[src/hdl/csdm_ram.sv]
// Generic simple dual-port RAM: one write port, one read port, registered read.
// No dependencies.
module csdm_ram #(
   parameter int WIDTH = 8,
   parameter int DEPTH = 16
) (
   input  logic                     clock,
   input  logic                     wr_en,
   input  logic [$clog2(DEPTH)-1:0] wr_addr,
   input  logic [WIDTH-1:0]         wr_data,
   input  logic                     rd_en,
   input  logic [$clog2(DEPTH)-1:0] rd_addr,
   output logic [WIDTH-1:0]         rd_data
);
   logic [WIDTH-1:0] mem [DEPTH];
   logic [WIDTH-1:0] rd_data_ff;

   always_ff @(posedge clock) begin
      if (wr_en) begin
         mem[wr_addr] <= wr_data;
      end
      if (rd_en) begin
         rd_data_ff <= mem[rd_addr];
      end
   end

   assign rd_data = rd_data_ff;
endmodule

[config.mk]
export PLATFORM = sky130hd
export DESIGN_NAME = csdm_ram
export DESIGN_NICKNAME = d
export VERILOG_FILES = /design/src/hdl/csdm_ram.sv
export SDC_FILE = /design/constraint.sdc
export NUM_CORES = 1
export LEC_CHECK = 0
export BUFFER_PORTS_ARGS = -buffer_cell sky130_fd_sc_hd__buf_2
export CORE_MARGIN = 2
export CORE_UTILIZATION = 55
export DETAILED_ROUTE_END_ITERATION = 16
export GPL_TIMING_DRIVEN = 0
export PLACE_DENSITY_LB_ADDON = 0.25
export SYNTH_ARGS = -nofsm -noshare
export SYNTH_HDL_FRONTEND = slang
export SYNTH_SLANG_ARGS = --single-unit
export TNS_END_PERCENT = 1
[constraint.sdc]
create_clock -name clock -period 2.1 [get_ports clock]
set_input_delay 0.21 -clock clock [delete_from_list [all_inputs] [get_ports clock]]
set_output_delay 0.21 -clock clock [all_outputs]
set_load 0.02 [all_outputs]
; ---- Yosys cells after proc, flatten, opt, wreduce, memory -nomap -nowiden
; Memories as Yosys holds them, arrays and structs flattened. A register that Yosys moved wholly into a read port is not among the register bits.
; Index checks and enable logic that the tools add are counted.
[totals]
elab_cells = 3
ramBits = 128
memories = 1
regBits = 0
in_bits = 19
[memory_table]
columns = name, words, width, rd, rd_clocked_by_memory_dff, write_ports, line
row1 = mem, 16, 8, 1, 1, 1, 15  ; logic [WIDTH-1:0] mem [DEPTH];
[classes]
n_mux = 2
[ops]
columns = op, count
row1 = 1-bit two-way mux, 2

; ---- Depth between registers and ports, before layout
[depth]
word_depth = 2
ltp_mapped = 5
ltp_nobuf = 3

; ---- Least setup slack after synthesis
; OpenSTA, ideal clock, no wires.
[synth_path]
kind = input -> register
start = in wr_addr[2]
end = mem mem[0][0] (enable)
n_path_buf = 0
t_arrival_ns = 1.320
setup_time_ns = 0.383
path_stages = 2
t_required_ns = 1.717
slack_ns = 0.397
path_cell_list = or3b_2 > nor3_1
[synth_lines]
columns = item, line
row1 = "start, declared", 9  ; input logic [$clog2(DEPTH)-1:0] wr_addr,
row2 = "end, declared", 15
; No word-level cell before the write port.

; ---- Worst setup path in the final report
[layout_path]
start = in wr_addr[2]
end = mem mem[8][6] (enable)
; No word-level cell before the write port.

==> results.md <==
* M2 GR Usage at 0.323
* Placed cells at 383
* CTS buffer count at 17
* Vias/cell at 5.88
* EDFF count, synth at 136
* Worst R2R Setup Slack at 0.55 ns
* Critical Path Source Type: primary input
* Initial DRT Pass Iterations at 5
* GPL Wtd Cong at 0.703
* Drt total wl at 9.59 mm
* Met3 Resource Use GR at 0.0642
* I/O Buffers at 25
* Row count at 35
* Synth Flop Type: edfxtp_1
* Critical path type: in -> reg
* Cell with the most instances after synthesis: edfxtp_1
* ANT nets after route at 0
* Die area at 10300 sq um
* Reg-to-reg critical path startpoint: mem[4][0]
* Pwr dens at 1020 nW/um^2
* Peak VDD IR at 0.000648 V
* Tot GR Track Use at 0.209
* Fmax at 0.647 GHz
* Synth top area share at 0.781
* DRT iter0 DRCs at 249
* H-tree levels at 4
* Layout cells sized above 1 at 0.286
* WL/cell at 23.1 um
* Max Cap Viol at 0
* Gr busiest metal: met2
* Crit path from: wr_addr[2]
* # hold bufs at CTS at 0
* Clock Sinks at 136
* Sw Share at 0.200
* Clock tree from TritonCTS: yes
* Final hold vios at 0
* Syn Inst Count at 229
* Synth cell types at 18
* Starting Density at 0.566
* CTS Buffer Depth at 2
* Worst r2r dst: rd_data[0]
* Area grow syn2layout at 16.6%
* Syn avg cell area at 22.8 sq um
* Part of the cycle the worst path needs at 0.736
* Syn nets at 248
* Sequential share of power at 0.495
* Pleak at 2.03 nW
* Largest net degree at the start of global routing at 17
* Worst slew margin at 0.121
* Seq cells post-synth at 136
* Clock share of power at 0.457
* Mapped Area at 5230 sq um
* Critical path endpoint: mem[8][6]
* Worst Hold Class: in -> reg
* Worst skew pair latency at 0.51 ns
* Slowest cell on crit path: nor3_1
* Crit-path cells: buf_2 -> nand3b_1 -> nor3_1
* FFs w/ async S/R, synth at 0
* Wire length of the first global-routing pass at 14.5 mm
* Largest cells by area after synthesis: edfxtp_1 (78%), mux4_2 (7.8%), mux4_1 (7.0%)
* Post-CTS Setup Repair Bufs at 0
* Gr ovfl total at 0
* Vias post-DR at 2444
* Crit path arrival time at 1.66 ns
* Crit Path Max Fanout at 8
* Final setup viols at 0
* Vias in the first global route at 2497
* Die Span Y at 101 um
* Share of power burned in combinational logic at 0.048
* Fin. max-slew vios at 0
* DP Area at 5510 sq um
* Commonest cells in the netlist: edfxtp_1 (136), mux4_2 (18), a22oi_1 (16)
* Core region area at 9240 sq um
* Seq/Total Area, Yosys at 0.781
* Cts repair resizes at 0
* Antenna Cells at 0
* CP peak stage delay at 1.05 ns
* Setup skew after layout at 0.00355 ns
* Post-DP HPWL at 5.87 mm
* Yosys Warn Count at 0
* PnR Total Power at 0.00621 W
* Final non-filler cell total at 416
* Worst setup EP type: register
* Net Sw Power at 0.00124 W
* Outcome: finished, final reports clean
* Dominant cell type by area after synthesis: edfxtp_1
* Worst slew pin tran at 1.31 ns
* Worst Reg-to-Reg Cells at 3
* DR DRC count at 0
* Cell internal pwr at 0.00497 W
* IO Pins at 27
* Die Width at 101 um
* Nets at 293
* Crit path required time at 2.21 ns
* Final Critical Period at 1.55 ns
* Non-Filler Cell Area, Final at 6100 sq um
* RSZ-0062 raised after global routing: false
* Met1 usage at 0.288
* Initial antenna violation count at 0
* Clk root buf: clkbuf_8
* Clk slew on worst S/H paths at 0.06 ns
state kept, by name, summed over array words and instances (netlist names):
name and count:
mem 128, rd_data 8
stage by stage:
stage | util | setup TNS (ns) | worst slack (ns) | hold slack, ns
floorplan | - | 0 | 0.397 | 0.309
global placement | 0.597 | -1.30 | -0.163 | 0.551
detailed placement | 0.597 | -1.47 | -0.184 | 0.569
CTS | 0.659 | 0 | 0.351 | 0.0335
global route | 0.660 | 0 | 0.503 | 0.0260
finish | 0.660 | 0 | 0.554 | 0.0474
worst min-delay path by stage:
stage | from | end | cells past startpoint
CTS | rd_en | rd_data[0] | 1
finish | rd_en | rd_data[2] | 1
floorplan | wr_data[0] | mem[0][0] | 0
detailed placement | rd_en | rd_data[4] | 1
global placement | rd_en | rd_data[4] | 1
global route | rd_en | rd_data[3] | 1
layer usage:
metal / part of all wire / up-vias
met1: 0.40 / 1243
met2: 0.50 / 116
met3: 0.081 / 11
li1: - / 1074
met5: 0 / -
met4: 0.015 / 0
placed cells by master, fill, tap and decap left out, types with 3 or more instances in the layout:
master,n
buf_2,28
clkdlybuf4s25_2,3
nor2_1,13
nand2_1,9
clkbuf_16,16
a22oi_1,16
mux4_2,18
bufinv_16,3
mux4_1,14
clkinv_1,4
nor3_1,4
buf_6,3
edfxtp_1,136
layout make-up:
type / instances / area (sq um)
timing repair buffer: 26 / 133
multi-input combinational: 83 / 1060
buffer: 10 / 86.3
clock inverter: 14 / 156
clock buffer: 18 / 418
tap: 129 / 161
fill: 587 / 3140
sequential: 136 / 4080
worst max-delay path, delay by kind of cell:
family,cells,cell delay [ns]
and+or+nand+nor,2,1.33
buffers and inverters,1,0.11
power groups by stage:
stage                     clock network (W)  registers, W  logic [W]
after detailed placement                  0       0.00313   0.000299
after global placement                    0       0.00312   0.000292
after CTS                           0.00287       0.00307   0.000301
after global routing                0.00300       0.00308   0.000319
final                               0.00284       0.00307   0.000297
after floorplan                           0       0.00314   0.000154
cells by family after synthesis:
family	share of synthesized area
buf+inv	0.0165
mux	0.148
flops	0.781
compound gates	0.0230
simple gates	0.0314
Note: power is estimated with default switching activity, not from simulation.
